## config.mk

```make
export PLATFORM = sky130hd
export DESIGN_NAME = dag_check_topological_sort_top
export DESIGN_NICKNAME = d
export VERILOG_FILES = /design/src/rtl/dagts_pkg.sv /design/src/rtl/dagts_lane.sv /design/src/rtl/dagts_check.sv /design/src/rtl/dagts_search.sv /design/src/rtl/dag_check_topological_sort_top.sv
export VERILOG_INCLUDE_DIRS = /design/src /design/src/rtl
export SDC_FILE = /design/constraint.sdc
export NUM_CORES = 2
export LEC_CHECK = 0
export ABC_AREA = 1
export ABC_CLOCK_PERIOD_IN_PS = 7500
export BUFFER_PORTS_ARGS = -buffer_cell sky130_fd_sc_hd__buf_2
export CAP_MARGIN = 0
export CORE_MARGIN = 1
export CORE_UTILIZATION = 48
export DETAILED_ROUTE_END_ITERATION = 6
export PLACE_DENSITY = 0.6
export SYNTH_ARGS = -nofsm -noshare
export SYNTH_HDL_FRONTEND = slang
export SYNTH_SLANG_ARGS = --single-unit
```

## constraint.sdc

```tcl
create_clock -name clk -period 7.5 [get_ports clk]
set_input_delay 2.25 -clock clk [delete_from_list [all_inputs] [get_ports clk]]
set_output_delay 2.25 -clock clk [all_outputs]
set_load 0.02 [all_outputs]
```

## src/rtl/dag_check_topological_sort_top_macros.svh

```systemverilog
// Assertion helpers shared by the RTL files.
`ifndef DAG_CHECK_TOPOLOGICAL_SORT_TOP_MACROS_SVH
`define DAG_CHECK_TOPOLOGICAL_SORT_TOP_MACROS_SVH

`ifndef ASSERT_OFF
// Property that must hold on every clock edge outside reset
`define DAGTS_ASSERT(lbl, prop, msg) \
    lbl: assert property (@(posedge clk) disable iff (!rst_n) (prop)) else $error(msg);
// Same-cycle implication
`define DAGTS_ASSERT_IMP(lbl, ante, cons, msg) \
    lbl: assert property (@(posedge clk) disable iff (!rst_n) (ante) |-> (cons)) else $error(msg);
// Next-cycle implication
`define DAGTS_ASSERT_NXT(lbl, ante, cons, msg) \
    lbl: assert property (@(posedge clk) disable iff (!rst_n) (ante) |=> (cons)) else $error(msg);
`else
`define DAGTS_ASSERT(lbl, prop, msg)
`define DAGTS_ASSERT_IMP(lbl, ante, cons, msg)
`define DAGTS_ASSERT_NXT(lbl, ante, cons, msg)
`endif

`endif

```

## src/rtl/dagts_pkg.sv

```systemverilog
`timescale 1ns / 1ps

package dagts_pkg;

    // Storage geometry, fixed by the 32-bit adjacency row
    localparam int DAGTS_NV           = 32;
    localparam int DAGTS_VW           = 5;
    localparam int DAGTS_CW           = 6;
    localparam int DAGTS_MAX_VERTICES = 32;

    typedef logic [DAGTS_VW-1:0] vtx_t;
    typedef logic [DAGTS_CW-1:0] cnt_t;
    typedef logic [DAGTS_NV-1:0] row_t;
    typedef logic [DAGTS_NV-1:0][DAGTS_VW-1:0] fin_vec_t;

    typedef enum logic [1:0] {
        ST_LOAD,
        ST_SEARCH,
        ST_CHECK,
        ST_EMIT
    } dagts_state_t;

    // Start command and vertex count handed to a worker unit
    typedef struct packed {
        logic go;
        cnt_t count;
    } unit_ctl_t;

    // Priority encoder: index of the lowest set bit (0 for an empty word)
    function automatic vtx_t lowest_set(input row_t w);
        vtx_t k;
        k = '0;
        for (int i = DAGTS_NV - 1; i >= 0; i--)
        begin
            if (w[i])
                k = DAGTS_VW'(i);
        end
        return k;
    endfunction

endpackage

```

## src/rtl/dagts_lane.sv

```systemverilog
`timescale 1ns / 1ps

// One edge-check lane: flags edge src->dst whose finish order is wrong
module dagts_lane (
    input  logic           edge_bit,
    input  dagts_pkg::vtx_t fin_src,
    input  dagts_pkg::vtx_t fin_dst,
    output logic           hit
);
    import dagts_pkg::*;

    assign hit = edge_bit && (fin_src <= fin_dst);

endmodule

```

## src/rtl/dagts_check.sv

```systemverilog
`timescale 1ns / 1ps

// Cycle check: one source row per cycle, all destinations in parallel lanes,
// lane hits registered and merged into the acyclic flag in the following cycle.
module dagts_check (
    input  logic                 clk,
    input  logic                 rst_n,
    input  dagts_pkg::unit_ctl_t ctl,
    input  dagts_pkg::row_t      vmask,
    input  dagts_pkg::row_t      row_data,
    input  dagts_pkg::fin_vec_t  fin,
    output dagts_pkg::vtx_t      row_addr,
    output logic                 done,
    output logic                 acyclic
);
    import dagts_pkg::*;

    logic run_reg,   run_next;
    cnt_t idx_reg,   idx_next;
    row_t hit_reg;
    logic hv_reg,    hv_next;
    logic hlast_reg, hlast_next;
    logic acyc_reg,  acyc_next;
    logic done_reg,  done_next;

    row_t edges;
    row_t hits;
    logic at_end;

    assign row_addr = idx_reg[DAGTS_VW-1:0];
    assign at_end   = (idx_reg == ctl.count - cnt_t'(1));
    assign edges    = row_data & vmask & ~(row_t'(1) << idx_reg[DAGTS_VW-1:0]);

    // Lanes: one comparator per destination vertex
    for (genvar j = 0; j < DAGTS_NV; j++)
    begin : g_lane
        dagts_lane u_lane (
            .edge_bit (edges[j]),
            .fin_src  (fin[idx_reg[DAGTS_VW-1:0]]),
            .fin_dst  (fin[j]),
            .hit      (hits[j])
        );
    end

    // Scan control and merge
    always_comb
    begin
        run_next   = run_reg;
        idx_next   = idx_reg;
        acyc_next  = acyc_reg;
        hv_next    = run_reg;
        hlast_next = run_reg && at_end;
        done_next  = hv_reg && hlast_reg;
        if (hv_reg && (|hit_reg))
            acyc_next = 1'b0;
        if (ctl.go)
        begin
            run_next  = 1'b1;
            idx_next  = '0;
            acyc_next = 1'b1;
        end
        else if (run_reg)
        begin
            idx_next = idx_reg + cnt_t'(1);
            if (at_end)
                run_next = 1'b0;
        end
    end

    always_ff @(posedge clk or negedge rst_n)
    begin
        if (!rst_n)
        begin
            run_reg   <= 1'b0;
            idx_reg   <= '0;
            hv_reg    <= 1'b0;
            hlast_reg <= 1'b0;
            acyc_reg  <= 1'b1;
            done_reg  <= 1'b0;
        end
        else
        begin
            run_reg   <= run_next;
            idx_reg   <= idx_next;
            hv_reg    <= hv_next;
            hlast_reg <= hlast_next;
            acyc_reg  <= acyc_next;
            done_reg  <= done_next;
        end
    end

    always_ff @(posedge clk)
    begin
        hit_reg <= hits;
    end

    assign done    = done_reg;
    assign acyclic = acyc_reg;

endmodule

```

## src/rtl/dagts_search.sv

```systemverilog
`timescale 1ns / 1ps

`include "dag_check_topological_sort_top_macros.svh"

// Depth-first search with an explicit stack: one push or one pop per cycle.
// Records finish times and fills the order store in reverse finish order.
module dagts_search (
    input  logic                 clk,
    input  logic                 rst_n,
    input  dagts_pkg::unit_ctl_t ctl,
    input  dagts_pkg::row_t      vmask,
    input  dagts_pkg::row_t      row_data,
    input  dagts_pkg::vtx_t      ord_addr,
    output dagts_pkg::vtx_t      row_addr,
    output dagts_pkg::vtx_t      ord_vertex,
    output dagts_pkg::fin_vec_t  fin,
    output logic                 done
);
    import dagts_pkg::*;

    logic run_reg,  run_next;
    cnt_t sp_reg,   sp_next;
    row_t disc_reg, disc_next;
    cnt_t fc_reg,   fc_next;
    logic done_reg, done_next;

    vtx_t     stack_reg [DAGTS_NV];
    fin_vec_t fin_reg;
    vtx_t     ord_reg   [DAGTS_NV];

    vtx_t top_v;
    row_t open_set;
    row_t avail;
    vtx_t pick;
    vtx_t ord_slot;
    logic do_push;
    logic do_pop;

    // Top of stack and neighbour selection
    assign top_v    = stack_reg[sp_reg[DAGTS_VW-1:0] - vtx_t'(1)];
    assign row_addr = top_v;
    assign open_set = row_data & vmask & ~disc_reg;
    assign avail    = vmask & ~disc_reg;
    assign ord_slot = DAGTS_VW'(ctl.count - cnt_t'(1) - fc_reg);

    always_comb
    begin
        if (sp_reg == '0)
            pick = lowest_set(avail);
        else
            pick = lowest_set(open_set);
    end

    always_comb
    begin
        do_push = 1'b0;
        do_pop  = 1'b0;
        if (run_reg)
        begin
            if (sp_reg == '0)
                do_push = (avail != '0);
            else if (open_set != '0)
                do_push = 1'b1;
            else
                do_pop = 1'b1;
        end
    end

    // Control registers
    always_comb
    begin
        run_next  = run_reg;
        sp_next   = sp_reg;
        disc_next = disc_reg;
        fc_next   = fc_reg;
        done_next = 1'b0;
        if (ctl.go)
        begin
            run_next  = 1'b1;
            sp_next   = '0;
            disc_next = '0;
            fc_next   = '0;
        end
        else if (do_push)
        begin
            sp_next         = sp_reg + cnt_t'(1);
            disc_next[pick] = 1'b1;
        end
        else if (do_pop)
        begin
            sp_next = sp_reg - cnt_t'(1);
            fc_next = fc_reg + cnt_t'(1);
        end
        else if (run_reg)
        begin
            // stack empty, nothing left undiscovered
            run_next  = 1'b0;
            done_next = 1'b1;
        end
    end

    always_ff @(posedge clk or negedge rst_n)
    begin
        if (!rst_n)
        begin
            run_reg  <= 1'b0;
            sp_reg   <= '0;
            disc_reg <= '0;
            fc_reg   <= '0;
            done_reg <= 1'b0;
        end
        else
        begin
            run_reg  <= run_next;
            sp_reg   <= sp_next;
            disc_reg <= disc_next;
            fc_reg   <= fc_next;
            done_reg <= done_next;
        end
    end

    // Stack, finish times and order store
    always_ff @(posedge clk)
    begin
        if (do_push)
            stack_reg[sp_reg[DAGTS_VW-1:0]] <= pick;
        if (do_pop)
        begin
            fin_reg[top_v]    <= fc_reg[DAGTS_VW-1:0];
            ord_reg[ord_slot] <= top_v;
        end
    end

    assign fin        = fin_reg;
    assign ord_vertex = ord_reg[ord_addr];
    assign done       = done_reg;

    `DAGTS_ASSERT(a_sp_range, sp_reg <= cnt_t'(DAGTS_NV), "stack pointer past depth")
    `DAGTS_ASSERT_IMP(a_done_empty, done_reg, sp_reg == '0, "search ended with stack in use")
    `DAGTS_ASSERT_NXT(a_go_starts, ctl.go, run_reg && (sp_reg == '0) && (fc_reg == '0),
        "search did not start clean")
    `DAGTS_ASSERT_IMP(a_fc_bound, run_reg, fc_reg <= ctl.count, "more finishes than vertices")

endmodule

```

## src/rtl/dag_check_topological_sort_top.sv

```systemverilog
`timescale 1ns / 1ps

// Channel  | Signals                          | Transfer
// ---------+----------------------------------+-----------------------------
// rows in  | start, busy, row_bits, row_last  | edge with start=1, busy=0
// order out| strobe, vertex, acyclic,         | every edge ending a cycle
//          | order_last                       | with strobe=1
//
// Rows load at one per cycle, busy stays low while loading.
// After the row_last transfer busy stays high through search
// (start, one stack push or pop per cycle, end test, done), edge
// check (one source row per cycle, 32 lanes) and emit.
// Results come one per cycle in topological order, each registered and
// shown in the cycle after its emit cycle; the receiver cannot stall.
// Reset clears all control state; stored rows are undefined until loaded.
`include "dag_check_topological_sort_top_macros.svh"

module dag_check_topological_sort_top #(
    parameter int MAX_VERTICES = dagts_pkg::DAGTS_MAX_VERTICES
) (
    input  logic             clk,
    input  logic             rst_n,
    input  logic             start,
    output logic             busy,
    input  dagts_pkg::row_t  row_bits,
    input  logic             row_last,
    output logic             strobe,
    output dagts_pkg::vtx_t  vertex,
    output logic             acyclic,
    output logic             order_last
);
    import dagts_pkg::*;

    localparam int VLIMIT = (MAX_VERTICES < DAGTS_NV) ? MAX_VERTICES : DAGTS_NV;

    dagts_state_t state_reg, state_next;

    cnt_t row_pos_reg, row_pos_next;
    cnt_t count_reg,   count_next;
    row_t vmask_reg,   vmask_next;
    logic go_reg,      go_next;
    cnt_t k_reg,       k_next;
    logic strobe_reg,  strobe_next;
    vtx_t vertex_reg;
    logic acyc_reg;
    logic olast_reg;

    row_t adj_reg [DAGTS_NV];

    logic      accept;
    logic      pos_open;
    logic      emit_en;
    logic      emit_end;
    logic      in_check;
    vtx_t      row_addr;
    row_t      row_data;
    unit_ctl_t s_ctl;
    unit_ctl_t c_ctl;
    vtx_t      s_row_addr;
    vtx_t      c_row_addr;
    vtx_t      ord_vertex;
    fin_vec_t  fin;
    logic      s_done;
    logic      c_done;
    logic      c_acyclic;

    assign accept   = start && !busy;
    assign pos_open = (row_pos_reg < cnt_t'(VLIMIT));
    assign emit_end = (k_reg == count_reg - cnt_t'(1));

    // Next state
    always_comb
    begin
        state_next = state_reg;
        case (state_reg)
            ST_LOAD:
            begin
                if (accept && row_last)
                    state_next = ST_SEARCH;
            end
            ST_SEARCH:
            begin
                if (s_done)
                    state_next = ST_CHECK;
            end
            ST_CHECK:
            begin
                if (c_done)
                    state_next = ST_EMIT;
            end
            ST_EMIT:
            begin
                if (emit_end)
                    state_next = ST_LOAD;
            end
            default:
                state_next = ST_LOAD;
        endcase
    end

    // State outputs
    always_comb
    begin
        busy     = 1'b1;
        emit_en  = 1'b0;
        in_check = 1'b0;
        case (state_reg)
            ST_LOAD:   busy     = 1'b0;
            ST_SEARCH: busy     = 1'b1;
            ST_CHECK:  in_check = 1'b1;
            ST_EMIT:   emit_en  = 1'b1;
            default:   busy     = 1'b1;
        endcase
    end

    // Row loading, vertex count and valid mask
    always_comb
    begin
        row_pos_next = row_pos_reg;
        count_next   = count_reg;
        vmask_next   = vmask_reg;
        go_next      = accept && row_last;
        if (accept)
        begin
            if (pos_open)
                row_pos_next = row_pos_reg + cnt_t'(1);
            if (row_last)
            begin
                row_pos_next = '0;
                count_next   = row_pos_reg + (pos_open ? cnt_t'(1) : cnt_t'(0));
                for (int j = 0; j < DAGTS_NV; j++)
                begin
                    vmask_next[j] = (cnt_t'(j) < count_next);
                end
            end
        end
    end

    // Emit counter
    always_comb
    begin
        k_next      = k_reg;
        strobe_next = emit_en;
        if (c_done)
            k_next = '0;
        else if (emit_en)
            k_next = k_reg + cnt_t'(1);
    end

    always_ff @(posedge clk or negedge rst_n)
    begin
        if (!rst_n)
        begin
            state_reg   <= ST_LOAD;
            row_pos_reg <= '0;
            count_reg   <= '0;
            vmask_reg   <= '0;
            go_reg      <= 1'b0;
            k_reg       <= '0;
            strobe_reg  <= 1'b0;
        end
        else
        begin
            state_reg   <= state_next;
            row_pos_reg <= row_pos_next;
            count_reg   <= count_next;
            vmask_reg   <= vmask_next;
            go_reg      <= go_next;
            k_reg       <= k_next;
            strobe_reg  <= strobe_next;
        end
    end

    // Adjacency rows and result payload
    always_ff @(posedge clk)
    begin
        if (accept && pos_open)
            adj_reg[row_pos_reg[DAGTS_VW-1:0]] <= row_bits;
        if (emit_en)
        begin
            vertex_reg <= ord_vertex;
            acyc_reg   <= c_acyclic;
            olast_reg  <= emit_end;
        end
    end

    // Shared row read port
    assign row_addr = in_check ? c_row_addr : s_row_addr;
    assign row_data = adj_reg[row_addr];

    assign s_ctl.go    = go_reg;
    assign s_ctl.count = count_reg;
    assign c_ctl.go    = s_done;
    assign c_ctl.count = count_reg;

    dagts_search u_search (
        .clk        (clk),
        .rst_n      (rst_n),
        .ctl        (s_ctl),
        .vmask      (vmask_reg),
        .row_data   (row_data),
        .ord_addr   (k_reg[DAGTS_VW-1:0]),
        .row_addr   (s_row_addr),
        .ord_vertex (ord_vertex),
        .fin        (fin),
        .done       (s_done)
    );

    dagts_check u_check (
        .clk      (clk),
        .rst_n    (rst_n),
        .ctl      (c_ctl),
        .vmask    (vmask_reg),
        .row_data (row_data),
        .fin      (fin),
        .row_addr (c_row_addr),
        .done     (c_done),
        .acyclic  (c_acyclic)
    );

    assign strobe     = strobe_reg;
    assign vertex     = vertex_reg;
    assign acyclic    = acyc_reg;
    assign order_last = strobe_reg && olast_reg;

    `DAGTS_ASSERT_IMP(a_strobe_src, strobe, $past(state_reg == ST_EMIT),
        "result strobe outside emit phase")
    `DAGTS_ASSERT_NXT(a_last_busy, start && !busy && row_last, busy,
        "final row did not start the search")
    `DAGTS_ASSERT_IMP(a_search_idle, state_reg == ST_LOAD, !s_done && !c_done,
        "worker finished while loading")

endmodule

```

-- Word level (Yosys, flattened, before mapping)
Memories as Yosys holds them, arrays and structs flattened. A register that Yosys moved wholly into a read port is not among the register bits.
Cells that the tools add are included.
W data, S select, Z words.
- word-level logic and storage cells: 333
- input port bits: 36
- memories kept: 3
- bits in registers: 305
- output and inout bits: 9
- RAM bits: 1344
- memory list (name ; words ; width ; read ports ; clocked after memory_dff ; wr ports ; line ; RTL):
    adj_reg ; 32 ; 32 ; 1 ; 0 ; 1 ; dag_check_topological_sort_top.sv:48 ; row_t adj_reg [DAGTS_NV];
    u_search.ord_reg ; 32 ; 5 ; 1 ; 1 ; 1 ; dagts_search.sv:29 ; vtx_t ord_reg [DAGTS_NV];
    u_search.stack_reg ; 32 ; 5 ; 1 ; 0 ; 1 ; dagts_search.sv:27 ; vtx_t stack_reg [DAGTS_NV];
- reductions and logical operators: 58
- shift operators: 1
- add/sub/neg operators: 10
- multiplexer cells: 120
- magnitude comparators: 70
- bitwise logic cells: 7
- equality and inequality tests: 11
- operator list (cell ; count):
    $mux W5 ; 68
    $bwmux W160 ; 1
    $le A5 B5 Y1 ; 32
    $and A32 B32 Y32 ; 4
    $lt A5 B6 Y1 const A ; 16
    $mux W6 ; 12
    $mux W32 ; 2
    $not A32 Y32 ; 2
    $reduce_bool A32 Y1 ; 2
    $lt A4 B6 Y1 const A ; 8
    $logic_and A1 B1 Y1 ; 41
    $or A32 B32 Y32 ; 1
    $reduce_or A32 Y1 ; 1
    $shl A1 B5 Y32 const A ; 1
    $add A6 B1 Y6 const B ; 5
    $mux W1 ; 29
    $bmux W5 S5 ; 1
    $demux W5 S5 ; 1
    $lt A3 B6 Y1 const A ; 4
    $lt A5 B6 Y1 const B ; 3
    $eq A6 B6 Y1 ; 2
    $lt A1 B6 Y1 const A ; 2
    $lt A2 B6 Y1 const A ; 2
    $reduce_bool A2 Y1 ; 6
    18 further kinds ; 31

-- Longest topological paths before layout
An unclocked memory read counts as a cell.
- depth after elaboration: 46
- mapped depth: 59

-- By module
From an unflattened synthesis, not the netlist that was laid out.
- cell total of the unflattened synthesis: 7823
- area total of the unflattened synthesis: 77027.6 um^2
- by module, submodules not included (module ; area an instance (um^2) ; instances ; sequential area each (um^2) ; cells each):
    dag_check_topological_sort_top ; 47394.2 ; 1 ; 32286.0 ; 4662
    dagts_search ; 21373.0 ; 1 ; 15539.9 ; 1737
    dagts_lane ; 147.6 ; 32 ; 0.0 ; 25
    dagts_check ; 3535.9 ; 1 ; 917.1 ; 624

-- Worst setup path after synthesis
No wires, ideal clock.
- path kind: flip-flop to flip-flop
- from: register u_search.sp_reg[0]
- to: register u_search.sp_reg[5]
- setup time: 128 ps
- required time: 7372 ps
- arrival: 6015 ps
- setup slack: 1357 ps
- cell stages (with the launch flop): 41
- buffers on the path: 9
- clock period less this slack: 6143 ps
- cell sequence: dfrtp_1 inv_2 buf_4 buf_2 buf_2 ha_1 buf_2 inv_1 buf_2 buf_2 a21oi_1 a221o_1 nand3_1 nand3_1 nand2_1 o21ai_1 inv_1 buf_6 [5 not listed] nand2_1 nor2_1 nand2_2 nor2_2 nand2_2 nand2_4 nor2_8 inv_4 ha_1 a21oi_1 and2_1 inv_1 a21oi_1 nor2_1 nor2_1 xor2_1 xor2_1 o22ai_1
- word-level cells in the longest chain between the ends: 12
- elaborated cells on any way between the ends: 20
- classes of those cells: 3 x add/sub; 10 x mux; 2 x bitwise; 3 x reduce/logical; 2 x memory
- ends and longest elaborated chain (element ; line ; RTL):
    start: declaration ; dagts_search.sv:22 ; cnt_t sp_reg, sp_next;
    start signal: assignment ; dagts_search.sv:115 ; sp_reg <= sp_next;
    $sub A5 B1 Y5 * ; dagts_search.sv:40 ; assign top_v = stack_reg[sp_reg[DAGTS_VW-1:0] - vtx_t'(1)];
    $mem_v2 Z32 W5 * ; - ;
    net s_row_addr[4] ; dag_check_topological_sort_top.sv:59 ; vtx_t s_row_addr;
    $mux W5 * ; dag_check_topological_sort_top.sv:188 ; assign row_addr = in_check ? c_row_addr : s_row_addr;
    $mem_v2 Z32 W32 * ; - ;
    $and A32 B32 Y32 * (2 in a row) ; dagts_search.sv:42 ; assign open_set = row_data & vmask & ~disc_reg;
    $reduce_bool A32 Y1 * ; dagts_search.sv:62 ; else if (open_set != '0)
    $mux W1 ; dagts_search.sv:62 ;
    $mux W1 ; dagts_search.sv:60 ; if (sp_reg == '0)
    $mux W1 ; dagts_search.sv:58 ; if (run_reg)
    $mux W6 ; dagts_search.sv:84 ; else if (do_push)
    $mux W6 ; dagts_search.sv:77 ; if (ctl.go)
The timed path passes the listed nets; every way through them passes the cells marked *. The select of a mux whose other input is x is not followed.
A chain may end at the register's enable or synchronous reset.

-- Worst setup path in the final report
- from: register u_search.sp_reg[1]
- to: memory u_search.ord_reg[26][2] (netlist name) (enable)
- word-level cells in the longest chain between the ends: 12
- elaborated cells on any way between the ends: 13
- classes of those cells: 1 x add/sub; 6 x mux; 2 x bitwise; 2 x reduce/logical; 2 x memory
- ends and longest elaborated chain (element ; line ; RTL):
    $sub A5 B1 Y5 ; dagts_search.sv:40 ;
    $mem_v2 Z32 W5 ; - ;
    net s_row_addr[1] ; dag_check_topological_sort_top.sv:59 ;
    $mux W5 ; dag_check_topological_sort_top.sv:188 ;
    $mem_v2 Z32 W32 ; - ;
    $and A32 B32 Y32 (2 in a row) ; dagts_search.sv:42 ;
    $reduce_bool A32 Y1 ; dagts_search.sv:62 ;
    $mux W1 ; dagts_search.sv:62 ;
    $mux W1 ; dagts_search.sv:60 ;
    $mux W1 ; dagts_search.sv:58 ;
    $mux W1 ; dagts_search.sv:127 ; if (do_pop)
    $mux W1 (implied by the code) ; dagts_search.sv:130 ; ord_reg[ord_slot] <= top_v;
    end: declaration ; dagts_search.sv:29 ;
The timed path passes the listed nets, and every way through them passes these cells.

==> out/metrics.cfg <==
[critical_path]
critical-path-slowest-cell = nor2_1
rrSetupSlack_ns = 0.43
crit_required_ns = 7.93
worstSetupEndpointType = flip-flop
rr_startpoint = u_search.sp_reg[1]
crit_path_max_incr_delay_ns = 0.61
cp.arrival_ns = 7.50
cp_common_cell = nand3_1
cp_max_fo = 60
critPathLaunchType = flip-flop
crit_type = reg -> reg
crit_path_start = u_search.sp_reg[1]

[synthesis]
syn_area_mm2 = 0.0724
netlist.area_leader.share_pct = 62.7
yosysTopAreaCell = edfxtp_1
synth.distinct_cells = 67
synthFlopType = edfxtp_1
avgSynthCellArea_um2 = 11.8
netlist_top_cells_area = edfxtp_1 (63%), nand2_1 (6.8%), dfrtp_1 (3.7%)
synth.yosys.warnings = 0
synth_seq_cells = 1652
synth_cells = 6109
async_flop_share_pct = 6.60
postSynthNetCount = 6339
yosysSeqAreaShare_pct = 67.3
yosys.cell_count.top_type = edfxtp_1
synth_edf_count = 1511
ys_top_cells_by_count = edfxtp_1 (1,511), nand2_1 (1,306), nand3_1 (514), a21oi_1 (501), nor2_1 (388)

[die]
die_h_um = 390
start_util_pct = 48.3
fp.coreArea_mm2 = 0.150
rows = 142
ioPinCount = 45
die_area_mm2 = 0.152
die_w_um = 390

[timing]
fmax_ghz = 0.141
min_period_ns = 7.07
tns_ns = 0
setup_viol = 0
slew-limit-headroom_pct = 13.2
finalCritPeriodShare_pct = 94.2
worst_pin_slew_ns = 1.30
finalHoldViolCount = 0
slew_violations = 0
fin_skew_ns = 0.0426
rsz0062_at_grt = no

[routing]
drt_iter0_markers = 4959
drtPass1Iterations = 7
post-route-drc-count = 0
drt_wl_total_um = 210000
post_drt_wl_per_cell_um = 25.2
antenna_left = 0
vias_per_cell = 5.94
vias = 49472

[global_routing]
antenna_found_initial = 7
groute.usage.overall_pct = 27.4
grt_util_met3_pct = 4.74
grt_util_met2_pct = 44.3
gr-total-overflow = 0
grt_use_met1_pct = 37.9
grt_pass1_vias = 47431
grt_pass1_wl_um = 310000
grt_max_degree = 99
grt-busiest-layer = met2

[cells_and_area]
num_antenna_cells = 0
nets = 6387
area_growth_pct = 11.4
n_fill_cell = 12646
largest_reg_flops = 1024
drive_gt1_share_pct = 9.17

[placement]
place.gp.congestion = 0.907
dp_hpwl_um = 124000
port_buffers = 44

[cts]
cts.sinks = 1652
path_clk_slew_ns = 0.06
cts_root_buf = clkbuf_16
postCtsHoldBufs = 0
cts_buffer_depth = 3
clkLatencyLatePin_ns = 0.83
cts_tree = done
cts_max_level = 4
cts_buffers = 173

[run_status]
status = complete, no violations

[min_path]
min_from = u_check.hlast_reg
min_path_type = reg -> reg

[job]
maxCapViolations = 0

-- critical path, delay by kind of cell (launching register included) --
family	cells	cell delay, ns
adder cells (fa/ha/maj)	1	0.24
AND/OR/NAND/NOR	17	3.34
flip-flops	1	0.43
buffers and inverters	6	1.64
AO/OA/AOI/OAI	4	0.91
-- kinds of logic (layout without fill, tap and decap cells) --
| family | count (synthesis) | after routing | share of synthesized area [%] |
|---|---|---|---|
| xor+xnor | 24 | 24 | 0.290 |
| buf+inv | 668 | 865 | 4.73 |
| compound gates | 1165 | 1165 | 10.1 |
| flops | 1652 | 1652 | 67.3 |
| fa+ha+maj | 194 | 194 | 3.37 |
| simple gates | 2406 | 2406 | 14.2 |
-- through the flow --
stage | area [um^2] | instances | util (%) | worst slack, ns | hold WS (ns)
after CTS | 80600 | 8322 | 53.8 | 0.524 | 0.446
after detailed placement | 75000 | 7998 | 50.0 | 0.551 | 0.429
final | 80700 | 8322 | 53.9 | 0.432 | 0.454
after global routing | 80700 | 8322 | 53.9 | 0.0202 | 0.493
after floorplan | 72400 | 6109 | - | 1.36 | 0.413
after global placement | 75000 | 7998 | 50.0 | 0.571 | 0.429
-- final timing paths --
kind | to | cells past startpoint
worst max register to register | u_search.ord_reg[26][2] | 28
min in group asynchronous | strobe | 1
worst max-delay path | u_search.ord_reg[26][2] | 28
worst min-delay path | u_check.done | 2
max in group asynchronous | vmask_reg[16] | 2
worst min register to register | u_check.done | 2
-- per-layer routing --
metal / up-vias / wire length (um)
met2: 2122 / 99000
li1: 22297 / -
met5: - / 70
met1: 24651 / 87200
met4: 12 / 6220
met3: 390 / 17300
-- cell usage in the layout, fill, tap and decap left out, types with 32 or more instances in the layout --
cell	n
edfxtp_1	1511
nand2_1	1306
nand3_1	514
a21oi_1	501
nor2_1	354
inv_1	317
o21ai_0	219
ha_1	192
clkbuf_16	174
a221oi_1	128
buf_4	127
dfrtp_1	102
nor3_1	68
a311oi_1	47
o22ai_1	45
buf_2	43
nand4_1	42
clkinv_1	40
o21a_1	39
clkinv_2	37
o21bai_1	34
clkbuf_1	34
buf_12	34
nor2_4	32
dfxtp_1	32
-- what timing repair did --
item,in CTS,in global routing
endpoints found under the setup margin,0,66
gates resized for setup,0,4
setup buffers,0,0
-- cell type report --
type	instances	area [um^2]	area share, %
Sequential cell	1652	48800	60.4
Multi-Input combinational cell	3789	20500	25.5
Clock buffer	215	4570	5.67
Tap cell	2016	2520	3.13
Timing Repair Buffer	205	1860	2.31
Inverter	336	1280	1.59
Clock inverter	109	1130	1.40
Power is not shown: default switching activity piles up to over one toggle a cycle in this logic, so the estimate is an artifact.
